[src/rtl/lspe_pkg.sv]
`default_nettype none
package lspe_pkg;

  // sensor array shape
  localparam int SENSOR_COUNT    = 5;
  localparam int SAMPLE_BITS_DEF = 10;
  localparam int IDX_W           = $clog2(SENSOR_COUNT);

  // item and result field widths
  localparam int OP_W       = 2;
  localparam int ERR_W      = 9;
  localparam int STATUS_W   = 3;
  localparam int LIMIT_W    = 7;
  localparam int M_TDATA_W  = ((ERR_W + 7) / 8) * 8;

  // normalized scale and accumulator widths
  localparam int NORM_FULL  = 100;
  localparam int NORM_W     = 7;
  localparam int QUOT_W     = 8;
  localparam int WSUM_W     = 17;
  localparam int WSUM_MAG_W = 16;
  localparam int ASUM_W     = 9;

  // opcodes
  localparam logic [OP_W-1:0] OP_CLEAR   = 2'd0;
  localparam logic [OP_W-1:0] OP_CALIB   = 2'd1;
  localparam logic [OP_W-1:0] OP_MEASURE = 2'd2;

  // status codes
  localparam logic [STATUS_W-1:0] ST_MEASURED = 3'd0;
  localparam logic [STATUS_W-1:0] ST_BLACK    = 3'd1;
  localparam logic [STATUS_W-1:0] ST_WHITE    = 3'd2;
  localparam logic [STATUS_W-1:0] ST_ZERO     = 3'd3;
  localparam logic [STATUS_W-1:0] ST_CAL      = 3'd4;

  // register map
  localparam int APB_ADDR_W = 3;
  localparam int APB_DATA_W = 32;
  localparam logic REG_WHITE = 1'b0;
  localparam logic REG_BLACK = 1'b1;
  localparam logic [LIMIT_W-1:0] WHITE_RST = 7'd20;
  localparam logic [LIMIT_W-1:0] BLACK_RST = 7'd80;

  typedef struct packed {
    logic [LIMIT_W-1:0] white_limit;
    logic [LIMIT_W-1:0] black_limit;
  } lspe_cfg_t;

  // controller to datapath
  typedef struct packed {
    logic             capture;
    logic             calib;
    logic             load;
    logic             acc;
    logic             decide;
    logic             cdone;
    logic             out_load;
    logic [IDX_W-1:0] idx;
  } lspe_cmd_t;

  // datapath to controller
  typedef struct packed {
    logic skip;
    logic div_done;
    logic need_div;
  } lspe_sts_t;

  // position weight of each sensor, left to right
  function automatic logic signed [ERR_W-1:0] lspe_weight(input logic [IDX_W-1:0] idx);
    logic signed [ERR_W-1:0] w;
    unique case (idx)
      3'd0:    w = -9'sd200;
      3'd1:    w = -9'sd100;
      3'd2:    w = 9'sd0;
      3'd3:    w = 9'sd100;
      3'd4:    w = 9'sd200;
      default: w = 9'sd0;
    endcase
    return w;
  endfunction

endpackage
`default_nettype wire

[src/rtl/lspe_regs.sv]
`default_nettype none
module lspe_regs import lspe_pkg::*; (
  input  logic                  clk,
  input  logic                  rst,
  input  logic                  psel,
  input  logic                  penable,
  input  logic                  pwrite,
  input  logic [APB_ADDR_W-1:0] paddr,
  input  logic [APB_DATA_W-1:0] pwdata,
  output logic [APB_DATA_W-1:0] prdata,
  output logic                  pready,
  output lspe_cfg_t             cfg
);

  logic wr_en;

  assign pready = 1'b1;
  assign wr_en  = psel && penable && pwrite;

  // register writes, one word per access
  always_ff @(posedge clk) begin
    if (rst) begin
      cfg.white_limit <= WHITE_RST;
      cfg.black_limit <= BLACK_RST;
    end else if (wr_en) begin
      unique case (paddr[2])
        REG_WHITE: cfg.white_limit <= pwdata[LIMIT_W-1:0];
        REG_BLACK: cfg.black_limit <= pwdata[LIMIT_W-1:0];
        default:   ;
      endcase
    end
  end

  // read mux
  always_comb begin
    unique case (paddr[2])
      REG_WHITE: prdata = APB_DATA_W'(cfg.white_limit);
      REG_BLACK: prdata = APB_DATA_W'(cfg.black_limit);
      default:   prdata = '0;
    endcase
  end

endmodule
`default_nettype wire

[src/rtl/lspe_div.sv]
`default_nettype none
module lspe_div import lspe_pkg::*; #(
  parameter int NUM_W = 17,
  parameter int DEN_W = 10
) (
  input  logic              clk,
  input  logic              rst,
  input  logic              start,
  input  logic [NUM_W-1:0]  dividend,
  input  logic [DEN_W-1:0]  divisor,
  output logic              done,
  output logic              sat,
  output logic [QUOT_W-1:0] quot
);

  localparam int TR_W    = DEN_W + QUOT_W;
  localparam int CMP_W   = (NUM_W > TR_W) ? NUM_W : TR_W;
  localparam int STEP_W  = $clog2(QUOT_W + 1);

  logic                busy;
  logic [STEP_W-1:0]   step;
  logic [NUM_W-1:0]    rem;
  logic [TR_W-1:0]     trial;
  logic                ge;

  assign ge = CMP_W'(rem) >= CMP_W'(trial);

  // control: step counts down from the overflow check to bit zero
  always_ff @(posedge clk) begin
    if (rst) begin
      busy <= 1'b0;
      done <= 1'b0;
    end else begin
      done <= 1'b0;
      if (start) begin
        busy <= 1'b1;
      end else if (busy) begin
        if ((step == STEP_W'(QUOT_W) && ge) || step == '0) begin
          busy <= 1'b0;
          done <= 1'b1;
        end
      end
    end
  end

  // restoring divide, one quotient bit a cycle
  always_ff @(posedge clk) begin
    if (start) begin
      rem   <= dividend;
      trial <= TR_W'(divisor) << QUOT_W;
      step  <= STEP_W'(QUOT_W);
      quot  <= '0;
      sat   <= 1'b0;
    end else if (busy) begin
      trial <= trial >> 1;
      if (step != '0) begin
        step <= step - 1'b1;
      end
      if (step == STEP_W'(QUOT_W)) begin
        sat <= ge;
      end else if (ge) begin
        rem                          <= rem - NUM_W'(trial);
        quot[step[STEP_W-2:0]]       <= 1'b1;
      end
    end
  end

endmodule
`default_nettype wire

[src/rtl/lspe_dp.sv]
`default_nettype none
module lspe_dp import lspe_pkg::*; #(
  parameter int SAMPLE_BITS = SAMPLE_BITS_DEF
) (
  input  logic                                clk,
  input  logic                                rst,
  input  lspe_cmd_t                           cmd,
  output lspe_sts_t                           sts,
  input  lspe_cfg_t                           cfg,
  input  logic [SENSOR_COUNT*SAMPLE_BITS-1:0] samples,
  input  logic [OP_W-1:0]                     opcode,
  output logic signed [ERR_W-1:0]             line_error,
  output logic [STATUS_W-1:0]                 status
);

  localparam int NUM_W = (SAMPLE_BITS + 7 > WSUM_MAG_W) ? SAMPLE_BITS + 7 : WSUM_MAG_W;
  localparam int DEN_W = (SAMPLE_BITS > ASUM_W) ? SAMPLE_BITS : ASUM_W;
  localparam int DIF_W = SAMPLE_BITS + 1;

  logic [SAMPLE_BITS-1:0]     smp [SENSOR_COUNT];
  logic [SAMPLE_BITS-1:0]     lo  [SENSOR_COUNT];
  logic [SAMPLE_BITS-1:0]     hi  [SENSOR_COUNT];
  logic [OP_W-1:0]            op;
  logic signed [ERR_W-1:0]    last_err;
  logic signed [WSUM_W-1:0]   wsum;
  logic [ASUM_W-1:0]          asum;
  logic                       black;
  logic                       white;
  logic                       skip;
  logic signed [ERR_W-1:0]    res_err;
  logic [STATUS_W-1:0]        res_status;

  logic [DIF_W-1:0]           diff_a;
  logic [DIF_W-1:0]           diff_d;
  logic [SAMPLE_BITS-1:0]     a_mag;
  logic [SAMPLE_BITS-1:0]     d_mag;
  logic                       skip_c;
  logic [NUM_W-1:0]           norm_num;
  logic [NORM_W-1:0]          norm;
  logic signed [WSUM_W-1:0]   norm_s;
  logic signed [WSUM_W-1:0]   wt_s;
  logic signed [WSUM_W-1:0]   prod;
  logic                       wsum_neg;
  logic [WSUM_W-1:0]          wsum_mag;
  logic [ERR_W-1:0]           q_ext;
  logic signed [ERR_W-1:0]    c_err;
  logic                       need_div;

  logic                       div_start;
  logic [NUM_W-1:0]           div_num;
  logic [DEN_W-1:0]           div_den;
  logic                       div_done;
  logic                       div_sat;
  logic [QUOT_W-1:0]          div_quot;

  // per-sensor setup: signed distances from the low bound
  assign diff_a   = {1'b0, smp[cmd.idx]} - {1'b0, lo[cmd.idx]};
  assign diff_d   = {1'b0, hi[cmd.idx]} - {1'b0, lo[cmd.idx]};
  assign a_mag    = diff_a[DIF_W-1] ? SAMPLE_BITS'(~diff_a + 1'b1) : diff_a[SAMPLE_BITS-1:0];
  assign d_mag    = diff_d[DIF_W-1] ? SAMPLE_BITS'(~diff_d + 1'b1) : diff_d[SAMPLE_BITS-1:0];
  // equal bounds, raw at the low bound, or a negative ratio all give zero
  assign skip_c   = (diff_d == '0) || (diff_a == '0) || (diff_a[DIF_W-1] != diff_d[DIF_W-1]);
  assign norm_num = NUM_W'(a_mag) * NUM_W'(NORM_FULL);

  // normalized value with clamp at full scale
  always_comb begin
    if (skip) begin
      norm = '0;
    end else if (div_sat || div_quot > QUOT_W'(NORM_FULL)) begin
      norm = NORM_W'(NORM_FULL);
    end else begin
      norm = div_quot[NORM_W-1:0];
    end
  end

  assign norm_s = WSUM_W'($signed({1'b0, norm}));
  assign wt_s   = WSUM_W'(lspe_weight(cmd.idx));
  assign prod   = norm_s * wt_s;

  // centroid sign and magnitude
  assign wsum_neg = wsum[WSUM_W-1];
  assign wsum_mag = wsum_neg ? (~wsum + 1'b1) : wsum;
  assign q_ext    = ERR_W'(div_quot);
  assign c_err    = wsum_neg ? $signed(~q_ext + 1'b1) : $signed(q_ext);
  assign need_div = !black && !white && (asum != '0);

  // shared divider: normalization per sensor, then the centroid
  assign div_start = (cmd.load && !skip_c) || (cmd.decide && need_div);
  assign div_num   = cmd.decide ? NUM_W'(wsum_mag) : norm_num;
  assign div_den   = cmd.decide ? DEN_W'(asum) : DEN_W'(d_mag);

  lspe_div #(
    .NUM_W (NUM_W),
    .DEN_W (DEN_W)
  ) u_div (
    .clk      (clk),
    .rst      (rst),
    .start    (div_start),
    .dividend (div_num),
    .divisor  (div_den),
    .done     (div_done),
    .sat      (div_sat),
    .quot     (div_quot)
  );

  assign sts = '{skip: skip, div_done: div_done, need_div: need_div};

  // calibration bounds and last measured error
  always_ff @(posedge clk) begin
    if (rst) begin
      for (int k = 0; k < SENSOR_COUNT; k++) begin
        lo[k] <= '1;
        hi[k] <= '0;
      end
      last_err <= '0;
    end else begin
      if (cmd.calib) begin
        for (int k = 0; k < SENSOR_COUNT; k++) begin
          if (op == OP_CLEAR) begin
            lo[k] <= '1;
            hi[k] <= '0;
          end else if (op == OP_CALIB) begin
            if (smp[k] < lo[k]) lo[k] <= smp[k];
            if (smp[k] > hi[k]) hi[k] <= smp[k];
          end
        end
      end
      if (cmd.cdone) begin
        last_err <= c_err;
      end
    end
  end

  // word capture, accumulation and result
  always_ff @(posedge clk) begin
    if (cmd.capture) begin
      for (int k = 0; k < SENSOR_COUNT; k++) begin
        smp[k] <= samples[k*SAMPLE_BITS +: SAMPLE_BITS];
      end
      op    <= opcode;
      wsum  <= '0;
      asum  <= '0;
      black <= 1'b1;
      white <= 1'b1;
    end
    if (cmd.calib) begin
      res_err    <= last_err;
      res_status <= ST_CAL;
    end
    if (cmd.load) begin
      skip <= skip_c;
    end
    if (cmd.acc) begin
      wsum  <= wsum + prod;
      asum  <= asum + ASUM_W'(norm);
      black <= black && (norm >= cfg.black_limit);
      white <= white && (norm <= cfg.white_limit);
    end
    if (cmd.decide) begin
      if (black) begin
        res_err    <= '0;
        res_status <= ST_BLACK;
      end else if (white) begin
        res_err    <= last_err;
        res_status <= ST_WHITE;
      end else if (asum == '0) begin
        res_err    <= last_err;
        res_status <= ST_ZERO;
      end
    end
    if (cmd.cdone) begin
      res_err    <= c_err;
      res_status <= ST_MEASURED;
    end
    if (cmd.out_load) begin
      line_error <= res_err;
      status     <= res_status;
    end
  end

endmodule
`default_nettype wire

[src/rtl/lspe_ctrl.sv]
`default_nettype none
module lspe_ctrl import lspe_pkg::*; (
  input  logic            clk,
  input  logic            rst,
  input  logic            s_tvalid,
  output logic            s_tready,
  input  logic [OP_W-1:0] s_tuser,
  output logic            m_tvalid,
  input  logic            m_tready,
  output lspe_cmd_t       cmd,
  input  lspe_sts_t       sts
);

  localparam logic [2:0] S_IDLE   = 3'd0;
  localparam logic [2:0] S_CAL    = 3'd1;
  localparam logic [2:0] S_LOAD   = 3'd2;
  localparam logic [2:0] S_DIV    = 3'd3;
  localparam logic [2:0] S_DECIDE = 3'd4;
  localparam logic [2:0] S_CDIV   = 3'd5;
  localparam logic [2:0] S_FINISH = 3'd6;

  logic [2:0]       state;
  logic [2:0]       state_next;
  logic [IDX_W-1:0] idx;
  logic [IDX_W-1:0] idx_next;

  assign s_tready = (state == S_IDLE);

  // sequencing: capture, calibrate or per-sensor normalize, decide, centroid, hand off
  always_comb begin
    state_next = state;
    idx_next   = idx;
    cmd        = '0;
    cmd.idx    = idx;
    unique case (state)
      S_IDLE: begin
        if (s_tvalid) begin
          cmd.capture = 1'b1;
          idx_next    = '0;
          state_next  = (s_tuser == OP_MEASURE) ? S_LOAD : S_CAL;
        end
      end
      S_CAL: begin
        cmd.calib  = 1'b1;
        state_next = S_FINISH;
      end
      S_LOAD: begin
        cmd.load   = 1'b1;
        state_next = S_DIV;
      end
      S_DIV: begin
        if (sts.skip || sts.div_done) begin
          cmd.acc = 1'b1;
          if (idx == IDX_W'(SENSOR_COUNT - 1)) begin
            state_next = S_DECIDE;
          end else begin
            idx_next   = idx + 1'b1;
            state_next = S_LOAD;
          end
        end
      end
      S_DECIDE: begin
        cmd.decide = 1'b1;
        state_next = sts.need_div ? S_CDIV : S_FINISH;
      end
      S_CDIV: begin
        if (sts.div_done) begin
          cmd.cdone  = 1'b1;
          state_next = S_FINISH;
        end
      end
      S_FINISH: begin
        if (!m_tvalid || m_tready) begin
          cmd.out_load = 1'b1;
          state_next   = S_IDLE;
        end
      end
      default: state_next = S_IDLE;
    endcase
  end

  always_ff @(posedge clk) begin
    if (rst) begin
      state    <= S_IDLE;
      idx      <= '0;
      m_tvalid <= 1'b0;
    end else begin
      state <= state_next;
      idx   <= idx_next;
      // output register valid
      if (cmd.out_load) begin
        m_tvalid <= 1'b1;
      end else if (m_tready) begin
        m_tvalid <= 1'b0;
      end
    end
  end

endmodule
`default_nettype wire

[src/rtl/line_sensor_position_error_top.sv]
// Line position error from five reflectance sensors. Each input word carries
// an opcode in s_tuser (clear calibration, widen calibration bounds, measure)
// and five raw samples in s_tdata; each word gives exactly one result word with
// the signed error (-200..200) in m_tdata and a status code in m_tuser. The
// block handles one word at a time. A measurement uses the single shared
// restoring divider that produces one quotient bit per cycle, once per sensor
// for normalization (skipped when the ratio would be zero or negative, cut
// short when it saturates) and once for the centroid division when one is
// needed. A finished result waits in the output register while the next
// word is taken in. The white and black thresholds are written through the
// APB port at byte addresses 0 and 4 and must only change while no word is in
// flight.
`default_nettype none
module line_sensor_position_error_top import lspe_pkg::*; #(
  parameter int SAMPLE_BITS = SAMPLE_BITS_DEF
) (
  input  logic                  clk,
  input  logic                  rst,
  // sample_0 .. sample_4, SAMPLE_BITS each from bit 0 up, zero padded to bytes
  input  logic [((SENSOR_COUNT*SAMPLE_BITS+7)/8)*8-1:0] s_tdata,
  // opcode
  input  logic [OP_W-1:0]       s_tuser,
  input  logic                  s_tvalid,
  output logic                  s_tready,
  // line_error in bits 8:0, zero padded
  output logic [M_TDATA_W-1:0]  m_tdata,
  // status
  output logic [STATUS_W-1:0]   m_tuser,
  output logic                  m_tvalid,
  input  logic                  m_tready,
  input  logic                  psel,
  input  logic                  penable,
  input  logic                  pwrite,
  input  logic [APB_ADDR_W-1:0] paddr,
  input  logic [APB_DATA_W-1:0] pwdata,
  output logic [APB_DATA_W-1:0] prdata,
  output logic                  pready
);

  lspe_cfg_t                cfg;
  lspe_cmd_t                cmd;
  lspe_sts_t                sts;
  logic signed [ERR_W-1:0]  line_error;

  lspe_regs u_regs (
    .clk     (clk),
    .rst     (rst),
    .psel    (psel),
    .penable (penable),
    .pwrite  (pwrite),
    .paddr   (paddr),
    .pwdata  (pwdata),
    .prdata  (prdata),
    .pready  (pready),
    .cfg     (cfg)
  );

  lspe_ctrl u_ctrl (
    .clk      (clk),
    .rst      (rst),
    .s_tvalid (s_tvalid),
    .s_tready (s_tready),
    .s_tuser  (s_tuser),
    .m_tvalid (m_tvalid),
    .m_tready (m_tready),
    .cmd      (cmd),
    .sts      (sts)
  );

  lspe_dp #(
    .SAMPLE_BITS (SAMPLE_BITS)
  ) u_dp (
    .clk        (clk),
    .rst        (rst),
    .cmd        (cmd),
    .sts        (sts),
    .cfg        (cfg),
    .samples    (s_tdata[SENSOR_COUNT*SAMPLE_BITS-1:0]),
    .opcode     (s_tuser),
    .line_error (line_error),
    .status     (m_tuser)
  );

  assign m_tdata = M_TDATA_W'($unsigned(line_error));

endmodule
`default_nettype wire

[config.mk]
export PLATFORM = sky130hd
export DESIGN_NAME = line_sensor_position_error_top
export DESIGN_NICKNAME = d
export VERILOG_FILES = /design/src/rtl/lspe_pkg.sv /design/src/rtl/lspe_regs.sv /design/src/rtl/lspe_div.sv /design/src/rtl/lspe_dp.sv /design/src/rtl/lspe_ctrl.sv /design/src/rtl/line_sensor_position_error_top.sv
export SDC_FILE = /design/constraint.sdc
export NUM_CORES = 1
export LEC_CHECK = 0
export ABC_AREA = 1
export BUFFER_PORTS_ARGS = -buffer_cell sky130_fd_sc_hd__buf_2
export CAP_MARGIN = 20
export CORE_MARGIN = 3
export CORE_UTILIZATION = 57
export CTS_BUF_LIST = sky130_fd_sc_hd__clkbuf_4 sky130_fd_sc_hd__clkbuf_8
export DETAILED_ROUTE_END_ITERATION = 12
export GPL_TIMING_DRIVEN = 0
export HOLD_SLACK_MARGIN = 0.06
export PLACE_DENSITY = 0.82
export SETUP_SLACK_MARGIN = 0.2
export SYNTH_ARGS = -nofsm -noshare
export SYNTH_HDL_FRONTEND = slang
export SYNTH_SLANG_ARGS = --single-unit
[constraint.sdc]
create_clock -name clk -period 5.2 [get_ports clk]
set_clock_uncertainty 0.05 [all_clocks]
set_input_delay 0.78 -clock clk [delete_from_list [all_inputs] [get_ports clk]]
set_output_delay 0.78 -clock clk [all_outputs]
set_load 0.005 [all_outputs]
==> impl_metrics.tcl, run 1 <==
set metrics [dict create \
    outcome "complete, but fails checks" \
    violations "negative setup slack" \
    grt_pass1_wl_mm 98.3 \
    clock_latency_ns 0.64 \
    max_freq_mhz 179 \
    postRouteWirelength_mm 68.6 \
    place_hpwl_mm 47.8 \
    postLayoutCellArea_sq_um 26200 \
    slowest_delay_ns 0.52 \
    start_util_pct 58.4 \
    drc 0 \
    yosys-top-cells-area "edfxtp_1 30%, ha_1 13%, inv_1 8.4%, nand2_1 7.9%, dfxtp_1 6.3%" \
    crit_required_ns 5.52 \
    end_kind "flop" \
    cts.sinks 286 \
    ys_seq_elements 286 \
    dr.pass1.iters 8 \
    yosysWarnings 0 \
    slew_violations 0 \
    cts_root_buffer "clkbuf_8" \
    cp_num_buf_inv 6 \
    rsz0062_at_grt "true" \
    min_period_ns 5.59 \
    syn_inst 2671 \
    placed_area_sq_um 23000 \
    track_usage_pct 30.4 \
    wl_per_cell_microns 19.8 \
    gp_congestion 1.02 \
    port_buffers 87 \
    netlist_area_sq_um 21700 \
    ys_seq_area_share_pct 36.5 \
    htreeDepth 2 \
    worstSetupPathType "reg2reg" \
    fin_nets 3319 \
    max_cap_viol_count 0 \
    hold_viol 0 \
    yosysMostFrequentCell "inv_1" \
    synth.avg_cell_area_sq_um 8.11 \
    finalSetupViolCount 10 \
    drive_gt1_share_pct 20.4 \
    synth_top_area_share_pct 30.2 \
    std_cell_rows 70 \
    first_iter_violations 2556 \
    crit_arrival_ns 5.91 \
    antennaDiodeCount 0 \
    avgViaCountPerCell 5.91 \
    cp_slowest_cell "fa_1" \
    min_period_over_period_pct 107 \
    grt_pass1_vias 19100 \
    die_area_sq_um 40400 \
    crit_path_start_kind "flop" \
    ios 154 \
    tightest_slew_ns 1.17 \
    fin_ws_ns -0.387 \
    critPathTopFamily "adder cells" \
    antenna_left 0 \
    synth_edf_count 218 \
    synth_cell_type_count 54 \
    grt_antenna_before_repair 1 \
    cts_buffer_depth 3 \
    cts_tree "yes" \
    cpMostUsedCell "nand2_1" \
    area_growth_pct 20.9 \
    cts_buffers 49 \
    final_core_util_pct 70.7 \
    grt_max_degree 46 \
    core-area_sq_um 37000 \
    yosys.area.top_type "edfxtp_1" \
    holdCritPathClass "in2reg" \
    maxSlewHeadroom_pct 21.3 \
    die_h_microns 201 \
    grt.overflow.total 0 \
    crit_fanout 10 \
    die_w_microns 201 \
    dr_total_vias 20500 \
    synth_top_flop_cell "edfxtp_1" \
    cts.clk_slew.worst_paths_ns 0.06 \
    synth_common_cells "486 x inv_1, 458 x nand2_1, 239 x nor2_1, 230 x ha_1" \
    synth_async_sr_flop_share_pct 0 \
]
==> routing by layer <==
layer	wire length (microns)	GRT usage [%]
met5	13	0
met4	3700	9.51
met3	8060	7.04
met2	30900	49.5
met1	25900	40.3
==> cell usage in the layout, fill, tap and decap left out, types with 18 or more instances in the layout <==
cell      synthesis  routed
buf_4            33     103
conb_1            2      33
nor2_1          239     215
ha_1            230     191
dfxtp_1          68      59
inv_2             6      27
nand4_1          18      18
nor2_4           10      20
clkbuf_8          0      54
o21ai_1           0      20
o21ai_0         208     149
edfxtp_1        218     218
nand2_2           6      28
ha_4              0      32
o21ai_2           0      32
buf_2             9     101
a21oi_2           0      23
clkbuf_1         43      27
nand2_1         458     432
a21oi_1         218     182
nor3_1           27      19
xor2_1           26      21
inv_1           486     459
nand3_1         149     142
fa_1             65      59
==> final timing paths <==
| path | start | end | slack (ns) | cells past startpoint |
|---|---|---|---|---|
| max | flop | u_dp.u_div.rem[15]$_DFFE_PP_ | -0.39 | 30 |
| min | s_tdata[16] | u_dp.smp[1][6]$_DFFE_PP_ | 0.26 | 1 |
| max reg2reg | flop | u_dp.u_div.rem[15]$_DFFE_PP_ | -0.39 | 30 |
| min reg2reg | u_dp.res_err[4]$_DFF_P_ | u_dp.line_error[4]$_DFFE_PP_ | 0.40 | 0 |
==> per-stage QoR <==
stage | instances | TNS [ns] | hold WS (ns) | setup slack [ns]
final | 3468 | -1.85 | 0.258 | -0.387
after global routing | 3468 | -3.76 | 0.223 | -0.588
after CTS | 3434 | -0.839 | 0.222 | -0.194
after detailed placement | 3296 | -11.41 | 0.383 | -1.33
after global placement | 3293 | -9.83 | 0.370 | -1.27
after floorplan | 2702 | 0 | 0.358 | 0.171
==> flip-flops by register name (all words and copies together), names as in the netlist, 14 cells and up, named ones only <==
| register | count |
|---|---|
| u_dp.hi | 50 |
| u_dp.lo | 50 |
| u_dp.smp | 50 |
| u_dp.u_div.trial | 18 |
| u_dp.u_div.rem | 17 |
| u_dp.wsum | 15 |
| u_regs.cfg | 14 |
==> cells by family (layout without fill, tap and decap cells) <==
logic type,count (synthesis),after routing,synth area share (%)
AND/OR/NAND/NOR,929,929,18.3
buffers and inverters,596,858,11.1
AO/OA/AOI/OAI,520,520,13.0
adder cells (fa/ha/maj),295,295,19.3
flip-flops,286,286,36.5
XOR/XNOR,41,41,1.69
other,2,33,0.0347
multiplexers,2,2,0.0925
==> cell type report <==
type | count | area (sq um)
Clock inverter | 26 | 244
Multi-Input combinational cell | 1820 | 12800
Tap cell | 504 | 631
Clock buffer | 65 | 807
Sequential cell | 286 | 7930
Timing Repair Buffer | 171 | 1200
Fill cell | 2620 | 10900
Inverter | 499 | 1910
Buffer | 97 | 623
==> repair_timing <==
| item | 4_1_cts | 5_1_grt |
|---|---|---|
| setup endpoints to repair | 19 | 18 |
| hold buffers | 0 | 0 |
| gates resized for setup | 188 | 225 |
| cloned | 0 | 1 |
| setup buffers | 47 | 32 |
| pin swaps | 65 | 95 |
Power of run 1 is left out: the tool's default activity adds up to more than one toggle a clock period on the data nets, which glitch-free logic cannot reach.
==> run 2: changes to the inputs <==
--- a/config.mk
+++ b/config.mk
@@ -15,7 +15,7 @@
 export GPL_TIMING_DRIVEN = 0
 export HOLD_SLACK_MARGIN = 0.06
 export PLACE_DENSITY = 0.82
-export SETUP_SLACK_MARGIN = 0.2
+export SETUP_SLACK_MARGIN = 0.3
 export SYNTH_ARGS = -nofsm -noshare
 export SYNTH_HDL_FRONTEND = slang
 export SYNTH_SLANG_ARGS = --single-unit
==> run 2 against run 1 <==
  * The flow still finishes with violations (negative setup slack)
  * Worst hold slack worse by 0.013 ns
  * Routed wire length rose by 3.4%
  * Utilization rose by 0.44 points
  * Fmax grew 1.1%
  * Critical path depth stayed put
  * Critical path type unchanged
  * Largest cell class unchanged
==> impl_metrics.tcl, run 2 (synthesis results as in run 1) <==
set metrics [dict create \
    avgViaCountPerCell 5.97 \
    fin_setup_tns_ns -1.60 \
    port_buffers 87 \
    drc 0 \
    cp_slowest_cell "fa_1" \
    min_period_over_period_pct 106 \
    post-place-cells 3296 \
    reg2regPathDepth 30 \
    fin_nets 3347 \
    crit_required_ns 5.53 \
    grt_pass1_wl_mm 104 \
    cp_num_buf_inv 5 \
    wl_per_cell_microns 20.3 \
    final_cell_mix "454 x inv_1, 428 x nand2_1, 221 x nor2_1" \
    violations "negative setup slack" \
    slowest_delay_ns 0.52 \
    grt.overflow.total 0 \
    antennaDiodeCount 0 \
    cts_hold_buf 0 \
    grt_max_degree 48 \
    std_cell_rows 70 \
    holdCritPathClass "in2reg" \
    hold_viol 0 \
    first_iter_violations 2758 \
    crit_fanout 10 \
    end_kind "flop" \
    area_growth_pct 21.7 \
    dr.pass1.iters 9 \
    cts.sinks 286 \
    outcome "complete, but fails checks" \
    die_w_microns 201 \
    maxSlewHeadroom_pct 33.4 \
    cts_tree "yes" \
    gp_congestion 1.00 \
    ios 154 \
    crit_cells 30 \
    worstSetupPathType "reg2reg" \
    slew_violations 0 \
    htreeDepth 2 \
    layout_commonest_cell "inv_1" \
    core-area_sq_um 37000 \
    holdWs_ns 0.244 \
    r2r_setup_slack_ns -0.33 \
    postRouteWirelength_mm 71.0 \
    fill_cells 2556 \
    tightest_slew_ns 0.991 \
    start_util_pct 58.4 \
    cpMostUsedCell "nand2_1" \
    clock_latency_ns 0.66 \
    critPathTopFamily "adder cells" \
    max_cap_viol_count 0 \
    placed_area_sq_um 23100 \
    cts.clk_slew.worst_paths_ns 0.08 \
    crit_path_start_kind "flop" \
    fin_cells 3497 \
    antenna_left 0 \
    cts_root_buffer "clkbuf_8" \
    top_regs "u_dp.hi x50, u_dp.lo x50, u_dp.smp x50" \
    min_period_ns 5.53 \
    dr_total_vias 20900 \
    postLayoutCellArea_sq_um 26300 \
    die_h_microns 201 \
    track_usage_pct 31.9 \
    grt_antenna_before_repair 2 \
    drive_gt1_share_pct 20.6 \
    grt_pass1_vias 20000 \
    cts_buffers 50 \
    max_freq_mhz 181 \
    die_area_sq_um 40400 \
    crit_arrival_ns 5.86 \
    cts_buffer_depth 3 \
    rsz0062_at_grt "true" \
    fin_ws_ns -0.327 \
    cp-endpoint "u_dp.u_div.rem[15]$_DFFE_PP_" \
    finalSetupViolCount 8 \
    r2r-end "u_dp.u_div.rem[15]$_DFFE_PP_" \
    place_hpwl_mm 48.1 \
]
-- run 2: changes by cell type in the layout (fill, tap and decap cells not counted), moves of 6 or more --
cell / previous run / this run
clkinv_1: 8 / 14
buf_6: 12 / 18
nor2_2: 16 / 9
buf_4: 103 / 126
nor2_1: 215 / 221
nand2_4: 5 / 13
inv_2: 27 / 33
o21ai_1: 20 / 26
a31oi_2: 7 / 1
-- run 2: final cells by class --
cell class	instances	area [sq um]	share of cell area, %
well taps	504	631	2.39
plain buffers	97	634	2.41
repair buffers	198	1380	5.23
clock buffers	67	816	3.10
clock inverters	26	215	0.817
inverters	499	1900	7.22
multi-input cells	1820	12800	48.8
flip-flops and latches	286	7920	30.1
-- run 2: timing repair --
action,4_1_cts,5_1_grt
endpoints found under the setup margin,19,19
buffers inserted,68,38
resized for setup,254,131
pin swaps,101,76
cloned,1,0
-- run 2: worst min-delay path by stage --
stage / start / end / depth (start not counted) / slack (ns)
after floorplan: u_dp.res_err[6]$_DFF_P_ / u_dp.line_error[6]$_DFFE_PP_ / 0 / 0.36
after global placement: u_dp.res_err[1]$_DFF_P_ / u_dp.line_error[1]$_DFFE_PP_ / 0 / 0.37
after detailed placement: u_dp.res_err[0]$_DFF_P_ / u_dp.line_error[0]$_DFFE_PP_ / 0 / 0.37
after CTS: s_tdata[0] / u_dp.smp[0][0]$_DFFE_PP_ / 1 / 0.22
after global routing: s_tdata[15] / u_dp.smp[1][5]$_DFFE_PP_ / 1 / 0.22
final: s_tdata[37] / u_dp.smp[3][7]$_DFFE_PP_ / 1 / 0.24
-- run 2: metal layers --
metal / vias to the layer above / share of wire [%] / track usage, %
met5: - / 0.039 / 0
met3: 420 / 13 / 8.38
met1: 9611 / 37 / 41.6
met4: 4 / 5.8 / 12.1
met2: 1515 / 44 / 51.2
li1: 9321 / - / -
-- run 2: through the flow --
stage	util (%)	setup slack, ns
floorplan	-	0.243
global placement	62.2	-1.09
detailed placement	62.3	-1.18
CTS	69.0	-0.0731
global route	71.1	-0.491
finish	71.1	-0.327
Power of run 2 is left out for the same reason.
